**src/design/plm_pkg.sv**
```systemverilog
`timescale 1ns / 1ps

package plm_pkg;

  // register map of the configuration channel
  localparam int unsigned CFG_IDX_W = 2;

  typedef enum logic [CFG_IDX_W-1:0] {
    REG_MASTER_GAIN     = 2'd0,
    REG_LIMIT_THRESHOLD = 2'd1,
    REG_RELEASE_FACTOR  = 2'd2
  } cfg_reg_e;

  // entries held between the front and back ends
  localparam int unsigned QUEUE_DEPTH = 2;

  typedef struct packed {
    logic empty;
    logic full;
  } queue_status_t;

  typedef enum logic [2:0] {
    ST_IDLE,
    ST_CHECK,
    ST_DIV,
    ST_REL,
    ST_SCALE
  } back_state_e;

endpackage

```
**src/design/plm_channels.sv**
```systemverilog
`timescale 1ns / 1ps

interface plm_sample_if #(
  parameter int unsigned SAMPLE_BITS = 24
);
  logic                          valid;
  logic                          ready;
  logic signed [SAMPLE_BITS-1:0] left_in;
  logic signed [SAMPLE_BITS-1:0] right_in;

  modport source (output valid, output left_in, output right_in, input ready);
  modport sink   (input valid, input left_in, input right_in, output ready);
endinterface


```
**src/design/plm_front.sv**
```systemverilog
`timescale 1ns / 1ps

module plm_front #(
  parameter int unsigned SAMPLE_BITS   = 24,
  parameter int unsigned FRACTION_BITS = 24
) (
  input  logic                          clk_i,
  input  logic                          rst_ni,
  plm_sample_if.sink                    smp,
  input  logic [FRACTION_BITS+2:0]      master_gain_i,
  input  plm_pkg::queue_status_t        q_status_i,
  output logic                          push_o,
  output logic [3*SAMPLE_BITS+1:0]      push_data_o
);

  localparam int unsigned SB = SAMPLE_BITS;
  localparam int unsigned MG_W = FRACTION_BITS + 3;
  localparam int unsigned PW = SB + MG_W;
  localparam logic [PW-1:0] HALF = PW'(1) << (FRACTION_BITS - 1);
  localparam logic [PW-1:0] SMAX_POS = (PW'(1) << (SB - 1)) - PW'(1);
  localparam logic [PW-1:0] SMAX_NEG = PW'(1) << (SB - 1);

  logic          p_valid_q, p_valid_d;
  logic          l_neg_q, r_neg_q;
  logic [PW-1:0] l_prod_q, r_prod_q;
  logic          accept;

  logic          l_neg_in, r_neg_in;
  logic [SB-1:0] l_mag_in, r_mag_in;

  logic [PW-1:0] l_rnd, r_rnd, l_sat, r_sat;
  logic [SB-1:0] l_m, r_m, peak;
  logic          l_neg_s, r_neg_s;

  // magnitude of the raw sample; the most negative code maps to 2^(SB-1)
  assign l_neg_in = smp.left_in[SB-1];
  assign r_neg_in = smp.right_in[SB-1];
  assign l_mag_in = l_neg_in ? (~smp.left_in + SB'(1)) : smp.left_in;
  assign r_mag_in = r_neg_in ? (~smp.right_in + SB'(1)) : smp.right_in;

  assign push_o    = p_valid_q && !q_status_i.full;
  assign smp.ready = !p_valid_q || !q_status_i.full;
  assign accept    = smp.valid && smp.ready;

  always_comb begin
    p_valid_d = p_valid_q;
    if (accept) begin
      p_valid_d = 1'b1;
    end else if (push_o) begin
      p_valid_d = 1'b0;
    end
  end

  always_ff @(posedge clk_i or negedge rst_ni) begin
    if (!rst_ni) begin
      p_valid_q <= 1'b0;
    end else begin
      p_valid_q <= p_valid_d;
    end
  end

  always_ff @(posedge clk_i) begin
    if (accept) begin
      l_neg_q  <= l_neg_in;
      r_neg_q  <= r_neg_in;
      l_prod_q <= PW'(l_mag_in) * PW'(master_gain_i);
      r_prod_q <= PW'(r_mag_in) * PW'(master_gain_i);
    end
  end

  // round half away from zero on the magnitude, then saturate per sign
  always_comb begin
    l_rnd = (l_prod_q + HALF) >> FRACTION_BITS;
    r_rnd = (r_prod_q + HALF) >> FRACTION_BITS;
    if (l_neg_q) begin
      l_sat = (l_rnd > SMAX_NEG) ? SMAX_NEG : l_rnd;
    end else begin
      l_sat = (l_rnd > SMAX_POS) ? SMAX_POS : l_rnd;
    end
    if (r_neg_q) begin
      r_sat = (r_rnd > SMAX_NEG) ? SMAX_NEG : r_rnd;
    end else begin
      r_sat = (r_rnd > SMAX_POS) ? SMAX_POS : r_rnd;
    end
    l_m = l_sat[SB-1:0];
    r_m = r_sat[SB-1:0];
    // a negative sample that rounds to zero is plain zero
    l_neg_s = l_neg_q && (l_m != '0);
    r_neg_s = r_neg_q && (r_m != '0);
    peak = (l_m > r_m) ? l_m : r_m;
  end

  assign push_data_o = {l_neg_s, l_m, r_neg_s, r_m, peak};

endmodule

```
**src/flat_wrapper.sv**
```systemverilog
// flat-port wrapper written by rule: the top's interface ports become plain ports
module plm_front_flat 
#(
  parameter int unsigned SAMPLE_BITS   = 24,
  parameter int unsigned FRACTION_BITS = 24
)
  (clk_i, rst_ni, master_gain_i, q_status_i, push_o, push_data_o, smp_valid, smp_left_in, smp_right_in, smp_ready);
  plm_sample_if #(.SAMPLE_BITS(SAMPLE_BITS)) smp_i ();
  input  logic clk_i;
  input  logic rst_ni;
  input  logic [FRACTION_BITS+2:0] master_gain_i;
  input  plm_pkg::queue_status_t q_status_i;
  output logic push_o;
  output logic [3*SAMPLE_BITS+1:0] push_data_o;
  input wire logic [$bits(smp_i.valid)-1:0] smp_valid;
  input wire logic [$bits(smp_i.left_in)-1:0] smp_left_in;
  input wire logic [$bits(smp_i.right_in)-1:0] smp_right_in;
  output wire logic [$bits(smp_i.ready)-1:0] smp_ready;
  assign smp_i.valid = smp_valid;
  assign smp_i.left_in = smp_left_in;
  assign smp_i.right_in = smp_right_in;
  assign smp_ready = smp_i.ready;
  plm_front #(.SAMPLE_BITS(SAMPLE_BITS), .FRACTION_BITS(FRACTION_BITS)) u_core (.clk_i(clk_i), .rst_ni(rst_ni), .smp(smp_i), .master_gain_i(master_gain_i), .q_status_i(q_status_i), .push_o(push_o), .push_data_o(push_data_o));
endmodule
```
**config.mk**
```make
export PLATFORM = sky130hd
export DESIGN_NAME = plm_front_flat
export DESIGN_NICKNAME = d
export VERILOG_FILES = /design/src/design/plm_pkg.sv /design/src/design/plm_channels.sv /design/src/design/plm_front.sv /design/src/flat_wrapper.sv
export SDC_FILE = /design/constraint.sdc
export NUM_CORES = 2
export LEC_CHECK = 0
export ABC_AREA = 1
export BUFFER_PORTS_ARGS = -buffer_cell sky130_fd_sc_hd__clkbuf_2
export CAP_MARGIN = 20
export CORE_ASPECT_RATIO = 0.9
export CORE_MARGIN = 1
export CORE_UTILIZATION = 65
export DETAILED_ROUTE_END_ITERATION = 8
export PLACE_DENSITY = 0.85
export SYNTH_ARGS = -nofsm -noshare
export SYNTH_HDL_FRONTEND = slang
export SYNTH_SLANG_ARGS = --single-unit
export TNS_END_PERCENT = 5
```
**constraint.sdc**
```tcl
create_clock -name clk_i -period 4.3 [get_ports clk_i]
set_clock_uncertainty 0.05 [all_clocks]
set_input_delay 0.43 -clock clk_i [delete_from_list [all_inputs] [get_ports clk_i]]
set_output_delay 0.43 -clock clk_i [all_outputs]
set_load 0.02 [all_outputs]
```
==> impl_metrics.csv <==
group,metric,value,unit
clocking,clock-root-buffer,"sky130_fd_sc_hd__clkbuf_16",
setup_path,timing.critical_path.required,4.34,ns
synth,ys_seq_area_frac,0.03711,
detailed_routing,vias,47096,
sta,final.period_utilization,1.871,
synth,synth_seq_cells,59,
setup_path,timing.critical_path.to_type,"register",
clocking,cts-buffers-inserted,9,
setup_path,crit_slowest_cell,"sky130_fd_sc_hd__fa_1",
floorplanning,boundary_pins,156,
setup_path,worst_path_dominant_cell_family,"adder cells",
synth,synth_compound_gate_area_share,0.04468,
synth,syn_area_per_cell,7.733,um^2
synth,synth-async-reset-ratio,0.01695,
setup_path,critical_path.max_fanout,6,
clocking,path_clk_slew,0.06,ns
synth,combinational_family_with_the_most_area_after_synthesis,"adder cells",
global_route,antenna_found_initial,10,
global_route,first_pass_grt_wire_length,276.7,mm
detailed_routing,wl_per_cell,23.02,um
synth,synth-xor-area-share,0.01861,
synth,synthFlopType,"sky130_fd_sc_hd__edfxtp_1",
synth,synth_adder_area_share,0.5584,
floorplanning,fp.coreArea,72030,um^2
floorplanning,num_rows,93,
place,detailedPlacementHpwl,153.7,mm
flow_run,max-cap-violations,0,
synth,synth_simple_gate_area_frac,0.1936,
worst_hold_path,hold_path_class,"in -> reg",
global_route,grt_max_degree,29,
sta,rsz_0062_raised_after_global_routing,"yes",
sta,maxSlewViolCount,0,
global_route,globalRoute.totalOverflow,0,
floorplanning,initial_core_util,0.6609,
cells_and_area,utilization,0.8216,
synth,area_of_the_mapped_netlist,47600,um^2
floorplanning,die_y,258.7,um
synth,multiplexer_share_of_the_synthesized_area,0,
clocking,worst_skew_pair.late_latency,0.35,ns
clocking,cts_tree,"built",
detailed_routing,detail_route.drc_violations,0,
detailed_routing,routed_via_density,5.840,
setup_path,critical_path.n_buffers_inverters,16,
synth,synth.net_count,7704,
clocking,cts-htree-levels,3,
cells_and_area,filler_cell_count,4515,
sta,fmax,0.1243,GHz
synth,yosys_warnings,0,
detailed_routing,initialDrtViolationCount,5586,
sta,finalCriticalPeriod,8.047,ns
setup_path,path_class,"in -> reg",
cells_and_area,stdcell_count,8064,
detailed_routing,final_antenna_net_count,0,
place,detailed_place.area,57130,um^2
cells_and_area,synthToLayoutAreaGrowth,24.31,%
clocking,max-clock-path-buffers,2,
cells_and_area,post_route_cells_drive_above_1_share,0.2180,
floorplanning,die_width,287.3,um
detailed_routing,detail_route.wirelength,185.7,mm
cells_and_area,finish.instance_area,59180,um^2
setup_path,critical_path_arrival,8.09,ns
global_route,grt_pass1_vias,49610,
status,violations,"negative setup slack",
place,dp_cells,7994,
place,io_buffer_count,154,
setup_path,critical_path.max_stage_delay,0.56,ns
setup_path,rrSetupSlack,2.13,ns
sta,finalHoldViolations,0,
cells_and_area,design.final.nets,8651,
clocking,clock-sinks,59,
sta,worst_slew_pin_slew,1.082,ns
place,final_estimated_routing_congestion_in_global_placement,1.069,
synth,synth-edff-count,58,
global_route,track_usage,0.5010,
synth,syn-instance-count,6156,
synth,synth_cell_type_count,54,
sta,slew-limit-headroom,0.2772,
floorplanning,area_of_the_die,74330,um^2
status,status,"complete, but fails checks",
sta,fin_tns_setup,-201.87,ns
sta,fin_ws,-3.747,ns
detailed_routing,drtPass1Iterations,7,
sta,setup_viol_count_final,80,
setup_path,worst_setup_path_start_kind,"primary input",
## registers in the layout, indices dropped and copies added, names as in the netlist
name              flops
u_core.r_prod_q      28
u_core.l_neg_q        1
u_core.p_valid_q      1
u_core.l_prod_q      28
u_core.r_neg_q        1
## Yosys cell counts (16+ instances only)
master                        n  area [um^2]
sky130_fd_sc_hd__nor2_1     630         2365
sky130_fd_sc_hd__o21bai_1    16        120.1
sky130_fd_sc_hd__fa_1      1094        21900
sky130_fd_sc_hd__a21oi_1    145        725.7
sky130_fd_sc_hd__clkbuf_1   193        724.4
sky130_fd_sc_hd__a31oi_1     33        206.5
sky130_fd_sc_hd__inv_1     1565         5874
sky130_fd_sc_hd__nor3_1      23        115.1
sky130_fd_sc_hd__nand3_1     83        415.4
sky130_fd_sc_hd__o21ai_0    123        615.6
sky130_fd_sc_hd__nand4_1     26        162.7
sky130_fd_sc_hd__inv_2       23        86.33
sky130_fd_sc_hd__buf_2       21        105.1
sky130_fd_sc_hd__edfxtp_1    58         1742
sky130_fd_sc_hd__xor2_1      70        613.1
sky130_fd_sc_hd__nand2_1   1459         5477
sky130_fd_sc_hd__xnor2_1     28        245.2
sky130_fd_sc_hd__ha_1       374         4679
## placed cells by master, fill, tap and decap left out, drive strengths merged, types with 2 or more instances in the layout
master	count
a21oi	145
o211ai	5
nor4	15
fa	1094
buf	1039
diode	7
o311ai	2
inv	1587
o31ai	8
o21ai	132
nor3	29
ha	374
or2	16
clkinvlp	3
o21a	12
a21o	4
nand2	1475
o2111ai	3
nand3b	9
xnor2	28
edfxtp	58
and3	7
clkinv	18
clkbuf	144
o21bai	17
a211oi	4
o221ai	3
xor2	71
nand3	87
nor2	646
a21boi	6
a31oi	33
nand4	26
## worst paths after layout
| kind | startpoint | to | cells after the start |
|---|---|---|---|
| min in group asynchronous | rst_ni | u_core.p_valid_q$_DFFE_PN0P_ | 2 |
| worst max-delay path | smp_right_in[1] | u_core.r_prod_q[46]$_DFFE_PP_ | 40 |
| max in group asynchronous | rst_ni | u_core.p_valid_q$_DFFE_PN0P_ | 2 |
| worst max register to register | u_core.p_valid_q$_DFFE_PN0P_ | u_core.l_prod_q[46]$_DFFE_PP_ | 2 |
| worst min-delay path | smp_valid | u_core.p_valid_q$_DFFE_PN0P_ | 3 |
| worst min register to register | u_core.p_valid_q$_DFFE_PN0P_ | u_core.p_valid_q$_DFFE_PN0P_ | 2 |
## worst min-delay path: stages
cell and delay [ns]:
sky130_fd_sc_hd__clkbuf_2 0.08, sky130_fd_sc_hd__inv_1 0.06, sky130_fd_sc_hd__nand2_1 0.07
## area by class of cell
| class | instances | area (um^2) | share of cell area |
|---|---|---|---|
| Inverter | 1602 | 6032 | 0.1019 |
| Timing Repair Buffer | 1175 | 9718 | 0.1642 |
| Antenna cell | 7 | 17.52 | 0.0002960 |
| Clock inverter | 6 | 33.78 | 0.0005709 |
| Sequential cell | 59 | 1767 | 0.02986 |
| Multi-Input combinational cell | 4256 | 40190 | 0.6792 |
| Tap cell | 950 | 1189 | 0.02009 |
| Clock buffer | 9 | 225.2 | 0.003806 |
## metrics by stage
stage               setup slack [ns]  hold WS (ns)
global placement              -3.781        0.1551
finish                        -3.747        0.2764
CTS                           -3.239        0.2557
detailed placement            -3.951        0.1558
global route                  -3.838        0.2998
floorplan                     -3.070       0.08441
## layer usage
layer	vias to the layer above	global-route usage	share of wire
met5	-	0	0.00036
met4	10	0.2831	0.073
met3	1037	0.1957	0.16
met2	3867	0.7375	0.42
met1	22492	0.6323	0.35
li1	19690	-	-
## timing repair
item	CTS	global route
gates resized for setup	214	177
endpoints found under the setup margin	80	80
hold buffers	1	0
setup buffers	35	12
hold endpoints to repair	1	0
pin swaps	50	82
## cell families after synthesis
kind of cell / Yosys count
buffers and inverters: 1841
AO/OA/AOI/OAI: 377
adder cells (fa/ha/maj): 1468
AND/OR/NAND/NOR: 2312
flip-flops: 59
XOR/XNOR: 99
Power is not shown: default switching activity piles up to over one toggle a cycle in this logic, so the estimate is an artifact.
