### config.mk
export PLATFORM = sky130hd
export DESIGN_NAME = plm_queue
export DESIGN_NICKNAME = d
export VERILOG_FILES = /design/src/design/plm_pkg.sv /design/src/design/plm_queue.sv
export SDC_FILE = /design/constraint.sdc
export NUM_CORES = 1
export LEC_CHECK = 0
export ABC_AREA = 1
export BUFFER_PORTS_ARGS = -buffer_cell sky130_fd_sc_hd__clkbuf_2
export CAP_MARGIN = 20
export CORE_ASPECT_RATIO = 1.5
export CORE_MARGIN = 2
export CORE_UTILIZATION = 45
export CTS_CLUSTER_DIAMETER = 120
export DETAILED_ROUTE_END_ITERATION = 6
export PLACE_DENSITY = 0.78
export SETUP_SLACK_MARGIN = 0.15
export SLEW_MARGIN = 20
export SYNTH_ARGS = -nofsm -noshare
export SYNTH_HDL_FRONTEND = slang
export SYNTH_SLANG_ARGS = --single-unit
### constraint.sdc
create_clock -name clk_i -period 5.8 [get_ports clk_i]
set_clock_uncertainty 0.2 [all_clocks]
set_input_delay 1.16 -clock clk_i [delete_from_list [all_inputs] [get_ports clk_i]]
set_output_delay 1.16 -clock clk_i [all_outputs]
set_load 0.03 [all_outputs]
### src/design/plm_pkg.sv
`timescale 1ns / 1ps

package plm_pkg;

  // register map of the configuration channel
  localparam int unsigned CFG_IDX_W = 2;

  typedef enum logic [CFG_IDX_W-1:0] {
    REG_MASTER_GAIN     = 2'd0,
    REG_LIMIT_THRESHOLD = 2'd1,
    REG_RELEASE_FACTOR  = 2'd2
  } cfg_reg_e;

  // entries held between the front and back ends
  localparam int unsigned QUEUE_DEPTH = 2;

  typedef struct packed {
    logic empty;
    logic full;
  } queue_status_t;

  typedef enum logic [2:0] {
    ST_IDLE,
    ST_CHECK,
    ST_DIV,
    ST_REL,
    ST_SCALE
  } back_state_e;

endpackage

### src/design/plm_queue.sv
`timescale 1ns / 1ps

module plm_queue #(
  parameter int unsigned WIDTH = 74
) (
  input  logic                   clk_i,
  input  logic                   rst_ni,
  input  logic                   push_i,
  input  logic [WIDTH-1:0]       push_data_i,
  input  logic                   pop_i,
  output logic [WIDTH-1:0]       pop_data_o,
  output plm_pkg::queue_status_t status_o
);

  localparam int unsigned DEPTH = plm_pkg::QUEUE_DEPTH;
  localparam int unsigned PTR_W = (DEPTH > 1) ? $clog2(DEPTH) : 1;
  localparam int unsigned CNT_W = $clog2(DEPTH + 1);

  logic [WIDTH-1:0] slot_q [DEPTH];
  logic [PTR_W-1:0] wr_ptr_q, wr_ptr_d, rd_ptr_q, rd_ptr_d;
  logic [CNT_W-1:0] count_q, count_d;

  assign status_o.empty = (count_q == '0);
  assign status_o.full  = (count_q == CNT_W'(DEPTH));
  assign pop_data_o     = slot_q[rd_ptr_q];

  always_comb begin
    wr_ptr_d = wr_ptr_q;
    rd_ptr_d = rd_ptr_q;
    count_d  = count_q;
    if (push_i) begin
      wr_ptr_d = (wr_ptr_q == PTR_W'(DEPTH - 1)) ? '0 : wr_ptr_q + PTR_W'(1);
    end
    if (pop_i) begin
      rd_ptr_d = (rd_ptr_q == PTR_W'(DEPTH - 1)) ? '0 : rd_ptr_q + PTR_W'(1);
    end
    if (push_i && !pop_i) begin
      count_d = count_q + CNT_W'(1);
    end else if (pop_i && !push_i) begin
      count_d = count_q - CNT_W'(1);
    end
  end

  always_ff @(posedge clk_i or negedge rst_ni) begin
    if (!rst_ni) begin
      wr_ptr_q <= '0;
      rd_ptr_q <= '0;
      count_q  <= '0;
    end else begin
      wr_ptr_q <= wr_ptr_d;
      rd_ptr_q <= rd_ptr_d;
      count_q  <= count_d;
    end
  end

  always_ff @(posedge clk_i) begin
    if (push_i) begin
      slot_q[wr_ptr_q] <= push_data_i;
    end
  end

`ifndef SYNTHESIS
  a_no_overflow: assert property (@(posedge clk_i) disable iff (!rst_ni)
    status_o.full && !pop_i |-> !push_i)
    else $error("queue written while full");

  a_no_underflow: assert property (@(posedge clk_i) disable iff (!rst_ni)
    status_o.empty |-> !pop_i)
    else $error("queue read while empty");
`endif

endmodule

==> results_dict.tcl, run 1 <==
set metrics [dict create \
    dieHeight_um 142 \
    r2r_cells 2 \
    synth_top_area_cell "edfxtp_1" \
    layout.cells.non_filler 591 \
    cts-htree-levels 4 \
    worstSetupPathType "flip-flop to output port" \
    cts_buffers 17 \
    powerDensity_mw_per_mm2 556 \
    syn_inst 255 \
    pwr-share-clk_pct 28.2 \
    post-route-period-util_pct 65.9 \
    antenna_found_initial 0 \
    cts_tree "built" \
    rr_endpoint "slot_q[0][42]$_DFFE_PP_" \
    routedWlPerCell_um 16.8 \
    clockRootBuffer "clkbuf_16" \
    synth_warnings 0 \
    slew_viol_final 0 \
    die-area_mm2 0.0137 \
    drive_above_1_share_pct 60.5 \
    gp_congestion 0.675 \
    grt_pass1_vias 3067 \
    slew_headroom_pct 43.7 \
    area_delta_synth_final_pct 26.8 \
    swShare_pct 33.5 \
    timing.rr.start "wr_ptr_q$_DFFE_PN0P_" \
    ir_drop_mv 0.304 \
    fin_util_pct 58.6 \
    cts_hold_buffers 0 \
    synth.avg_cell_area_um2 22.5 \
    leakage_nw 2.97 \
    ys_types 14 \
    antenna_left 0 \
    io_buffers 153 \
    yosys.area.top_type_share_pct 77.3 \
    status "finished clean" \
    initial_utilization_pct 46.2 \
    whs_endpoint "count_q[1]$_DFFE_PN0P_" \
    p_comb_share_pct 32.2 \
    die_w_um 96.3 \
    setup_violations 0 \
    drt-vias-per-instance 4.86 \
    drt-total-wl_mm 9.94 \
    fp-row-count 50 \
    first_pass_iters 6 \
    rsz0062_at_grt "false" \
    fin_setup_tns_ns 0 \
    vias 2871 \
    clk_latency_ns 0.41 \
    tightestPinTransition_ns 0.844 \
    layout.nets 501 \
    cp.required_ns 4.44 \
    antennaDiodeCount 0 \
    drt-initial-drc-count 144 \
    min_path_cells 2 \
    reg2reg_slack_ns 3.48 \
    io_pins 154 \
    grt_max_degree 52 \
    p_int_mw 2.70 \
    dp_worst_setup_slack_ns 2.35 \
    cts_setup_buffers 0 \
    crit_path_max_fanout 51 \
    grt_pass1_wl_mm 15.0 \
    dp_hpwl_mm 6.74 \
    cts.sinks 152 \
    start_kind "flip-flop" \
    cts_resized 0 \
    switchingPower_mw 1.36 \
    hp-start "count_q[1]$_DFFE_PN0P_" \
    seqPwrFrac_pct 39.6 \
    clk_pin_slew_worst_paths_ns 0.06 \
    synthTopCellsByArea "edfxtp_1 77%, mux2_4 13%, mux2_2 4.7%" \
    finalHoldViolCount 0 \
    cp.arrival_ns 2.46 \
    synth_seq_cells 152 \
    setup_ws_ns 1.98 \
    drc_errors 0 \
    worstSetupEndpointType "output port" \
    hold_path_class "flip-flop to flip-flop" \
    core_mm2 0.0124 \
    cap_viol_max_count 0 \
    ys_seq_area_share_pct 79.0 \
    synth_nets 334 \
    grt_remaining_overflow 0 \
    clock.fmax_ghz 0.261 \
    max-clock-path-buffers 2 \
    grt_util_all_layers_pct 15.2 \
    netlist_area_mm2 0.00575 \
    period_minus_slack_ns 3.82 \
    place_inst 559 \
]
[how the worst max path moves through the flow]
stage | from | to | slack, ns | cells after the start
floorplan | push_i | slot_q[0][0]$_DFFE_PP_ | 0.79 | 2
global placement | rd_ptr_q$_DFFE_PN0P_ | pop_data_o[29] | 2.39 | 3
detailed placement | rd_ptr_q$_DFFE_PN0P_ | pop_data_o[29] | 2.35 | 3
CTS | rd_ptr_q$_DFFE_PN0P_ | pop_data_o[29] | 1.89 | 3
global route | rd_ptr_q$_DFFE_PN0P_ | pop_data_o[41] | 1.83 | 3
finish | rd_ptr_q$_DFFE_PN0P_ | pop_data_o[29] | 1.98 | 3
[metal layers]
| metal | track usage (%) | part of all wire [%] | up-vias | routed length (um) |
|---|---|---|---|---|
| li1 | - | - | 1334 | - |
| met1 | 14.6 | 34 | 1432 | 3330 |
| met2 | 28.0 | 59 | 91 | 5890 |
| met3 | 5.46 | 5.4 | 14 | 538 |
| met4 | 6.82 | 1.8 | 0 | 181 |
| met5 | 0 | 0 | - | 0 |
[sequential cells by signal, summed over array words and instances, names as in the netlist]
| signal | count |
|---|---|
| wr_ptr_q | 1 |
| count_q | 2 |
| rd_ptr_q | 1 |
| slot_q | 148 |
[cells in the final DEF, fill, tap and decap left out, types with 4 or more instances in the layout]
master / netlist / final
mux2_2: 24 / 24
clkbuf_2: 0 / 153
mux2_4: 50 / 50
bufinv_16: 0 / 4
clkbuf_16: 0 / 17
inv_1: 7 / 6
edfxtp_1: 148 / 148
inv_6: 0 / 4
nand2_1: 5 / 5
[kinds of logic (layout without fill, tap and decap cells)]
kind of cell / Yosys count / count (layout) / share of synthesized area [%]
flops: 152 / 152 / 79.0
simple gates: 10 / 10 / 0.718
xor+xnor: 3 / 3 / 0.457
buf+inv: 15 / 195 / 1.81
fa+ha+maj: 1 / 1 / 0.218
mux: 74 / 74 / 17.8
[worst max-delay path, stage by stage, from the launching register on]
cell      delay, ns
dfrtp_4        0.96
buf_4          0.54
mux2_4         0.35
clkbuf_2       0.18
[through the flow]
step	instance area, um2	total power [mW]	hold slack, ns
3_5_place_dp	6670	2.95	0.314
3_3_place_gp	6670	2.92	0.279
6_report	7290	4.05	0.338
5_1_grt	7290	4.23	0.333
4_1_cts	7290	4.11	0.330
2_1_floorplan	5750	2.65	0.263
[power by group through the flow]
stage | Clock [mW] | Sequential (mW) | Combinational [mW]
2_1_floorplan | 0 | 1.54 | 1.11
3_3_place_gp | 0 | 1.61 | 1.31
3_5_place_dp | 0 | 1.63 | 1.32
4_1_cts | 1.17 | 1.61 | 1.33
5_1_grt | 1.21 | 1.63 | 1.38
6_report | 1.14 | 1.60 | 1.31
[synth_stat cells, drive strengths merged]
library cell and instances:
nor2 3, mux2 74, nand4 1, dfrtp 4
edfxtp 148, xor2 2, buf 8, ha 1
nand3 1, inv 7, nand2 5, xnor2 1
[cell type report]
cell class	count	area [um2]
fill	961	5160
sequential	152	4550
multi-input combinational	88	1110
timing repair buffer	156	788
clock buffer	18	429
tap	156	195
clock inverter	14	194
inverter	7	27.5
(Power assumes the default switching activity.)
==> inputs of run 2 (changes only) <==
==> constraint.sdc (replaced) <==
create_clock -name clk_i -period 3.82 [get_ports clk_i]
set_clock_uncertainty 0.2 [all_clocks]
set_input_delay 0.764 -clock clk_i [delete_from_list [all_inputs] [get_ports clk_i]]
set_output_delay 0.764 -clock clk_i [all_outputs]
set_load 0.03 [all_outputs]
==> run 2 against run 1 <==
Against the previous run: combinational power up 60%; sequential share of layout area is essentially flat; global-route usage is 0.39 points lower; sequential power up 46%; clock power grew 43%; final cell count increased by 0.17%; core utilization hardly changed; highest routed layer unchanged; clock-buffer cell count rose by 1; register-to-register slack got worse by 1.7 ns; die area stayed put; total power is 50% higher; hold slack lost 0.0022 ns.
==> results_dict.tcl, run 2 (synthesis results as in run 1) <==
set metrics [dict create \
    status "finished clean" \
    final_cell_mix "153 x clkbuf_2, 148 x edfxtp_1, 50 x mux2_4" \
    drt-total-wl_mm 9.76 \
    fin_total_pwr_mw 6.07 \
    cts_tree "built" \
    layout.nets 503 \
    clk_latency_ns 0.40 \
    routedWlPerCell_um 16.5 \
    slew_viol_final 0 \
    cts_buffers 17 \
    start_kind "flip-flop" \
    period_minus_slack_ns 2.97 \
    seqPwrFrac_pct 38.6 \
    ir_drop_mv 0.599 \
    initial_utilization_pct 46.2 \
    drt-vias-per-instance 4.83 \
    rsz0062_at_grt "false" \
    dieHeight_um 142 \
    grt_pass1_wl_mm 14.8 \
    antenna_left 0 \
    max-clock-path-buffers 2 \
    gp_congestion 0.734 \
    clock.fmax_ghz 0.337 \
    mostFrequentLayoutCell "clkbuf_2" \
    worstSetupPathType "flip-flop to output port" \
    antenna_found_initial 0 \
    antennaDiodeCount 0 \
    hold_path_class "flip-flop to flip-flop" \
    fp-row-count 50 \
    first_pass_iters 4 \
    cts-htree-levels 4 \
    core_mm2 0.0124 \
    area_delta_synth_final_pct 26.9 \
    clk_pin_slew_worst_paths_ns 0.06 \
    powerDensity_mw_per_mm2 832 \
    worstSetupEndpointType "output port" \
    grt_max_degree 60 \
    slew_headroom_pct 59.1 \
    swShare_pct 33.5 \
    cts_setup_buffers 0 \
    post-route-period-util_pct 77.8 \
    die-area_mm2 0.0137 \
    dp_hpwl_mm 6.74 \
    setup_violations 0 \
    drive_above_1_share_pct 60.3 \
    fin_setup_tns_ns 0 \
    grt_pass1_vias 3083 \
    num-fill-cells 949 \
    die_w_um 96.3 \
    p_comb_share_pct 34.5 \
    grt_util_all_layers_pct 14.8 \
    cap_viol_max_count 0 \
    grt_remaining_overflow 0 \
    cp.required_ns 2.86 \
    reg.largest.list "slot_q x148, count_q x2" \
    min_path_cells 2 \
    switchingPower_mw 2.03 \
    finalHoldViolCount 0 \
    tightestPinTransition_ns 0.613 \
    vias 2857 \
    p_int_mw 4.04 \
    pwr-share-clk_pct 26.8 \
    r2r_cells 2 \
    leakage_nw 2.97 \
    io_pins 154 \
    clockRootBuffer "clkbuf_16" \
    cts.sinks 152 \
    io_buffers 153 \
    crit_path_max_fanout 59 \
    largest_register_ffs 148 \
    drc_errors 0 \
    cp.arrival_ns 2.01 \
    max_flop_register "slot_q" \
    drt-initial-drc-count 146 \
]
run 2: cell types whose count changed in the layout (fill, tap and decap cells not counted), sizes merged:
cell,delta
buf,+1
clkinvlp,+1
clkbuf,+1
clkinv,+1
inv,-3
dlygate4sd3,+1
bufinv,-1
run 2: through the flow:
stage | area (um2) | util (%) | instances | worst slack [ns] | hold slack, ns
after floorplan | 5750 | - | 255 | 0.489 | 0.263
after global placement | 6700 | 53.8 | 560 | 1.28 | 0.278
after detailed placement | 6700 | 53.8 | 560 | 1.25 | 0.313
after CTS | 7290 | 58.6 | 592 | 0.800 | 0.326
after global routing | 7290 | 58.6 | 592 | 0.754 | 0.329
final | 7290 | 58.6 | 592 | 0.849 | 0.336
run 2: routing by layer:
layer,GRT usage (%),part of all wire [%]
met5,0,0
met4,7.49,1.9
met3,4.87,6.3
met2,26.1,56
met1,15.3,36
run 2: layout make-up:
cell class                      instances  area [um2]  area share (%)
Inverter                                7        27.5           0.377
Tap cell                              156         195            2.68
Multi-Input combinational cell         88        1110            15.2
Sequential cell                       152        4550            62.3
Timing Repair Buffer                  158         831            11.4
Clock inverter                         12         151            2.08
Clock buffer                           19         433            5.93
run 2: critical path, stage by stage, from the launching register on:
cell and delay (ns):
dfrtp_4 0.59, buf_12 0.40, mux2_2 0.39, clkbuf_2 0.18
run 2: repair_timing:
action | CTS | global route
hold buffers | 1 | 0
endpoints found under the setup margin | 0 | 0
resized for setup | 0 | 0
hold endpoints to repair | 4 | 0
run 2: worst paths after layout:
path / startpoint / end / slack [ns]
hold reg to reg: count_q[1]$_DFFE_PN0P_ / count_q[1]$_DFFE_PN0P_ / 0.34
setup reg to reg: wr_ptr_q$_DFFE_PN0P_ / slot_q[0][52]$_DFFE_PP_ / 1.83
max in group asynchronous: rst_ni / rd_ptr_q$_DFFE_PN0P_ / 2.76
hold / removal: count_q[1]$_DFFE_PN0P_ / count_q[1]$_DFFE_PN0P_ / 0.34
setup / recovery: rd_ptr_q$_DFFE_PN0P_ / pop_data_o[61] / 0.85
min in group asynchronous: rst_ni / wr_ptr_q$_DFFE_PN0P_ / 0.52
run 2: power by group through the flow:
stage	registers, mW	logic, mW	clock network [mW]
2_1_floorplan	2.33	1.68	0
3_3_place_gp	2.36	2.09	0
3_5_place_dp	2.39	2.13	0
4_1_cts	2.35	2.13	1.67
5_1_grt	2.37	2.21	1.74
6_report	2.34	2.09	1.63
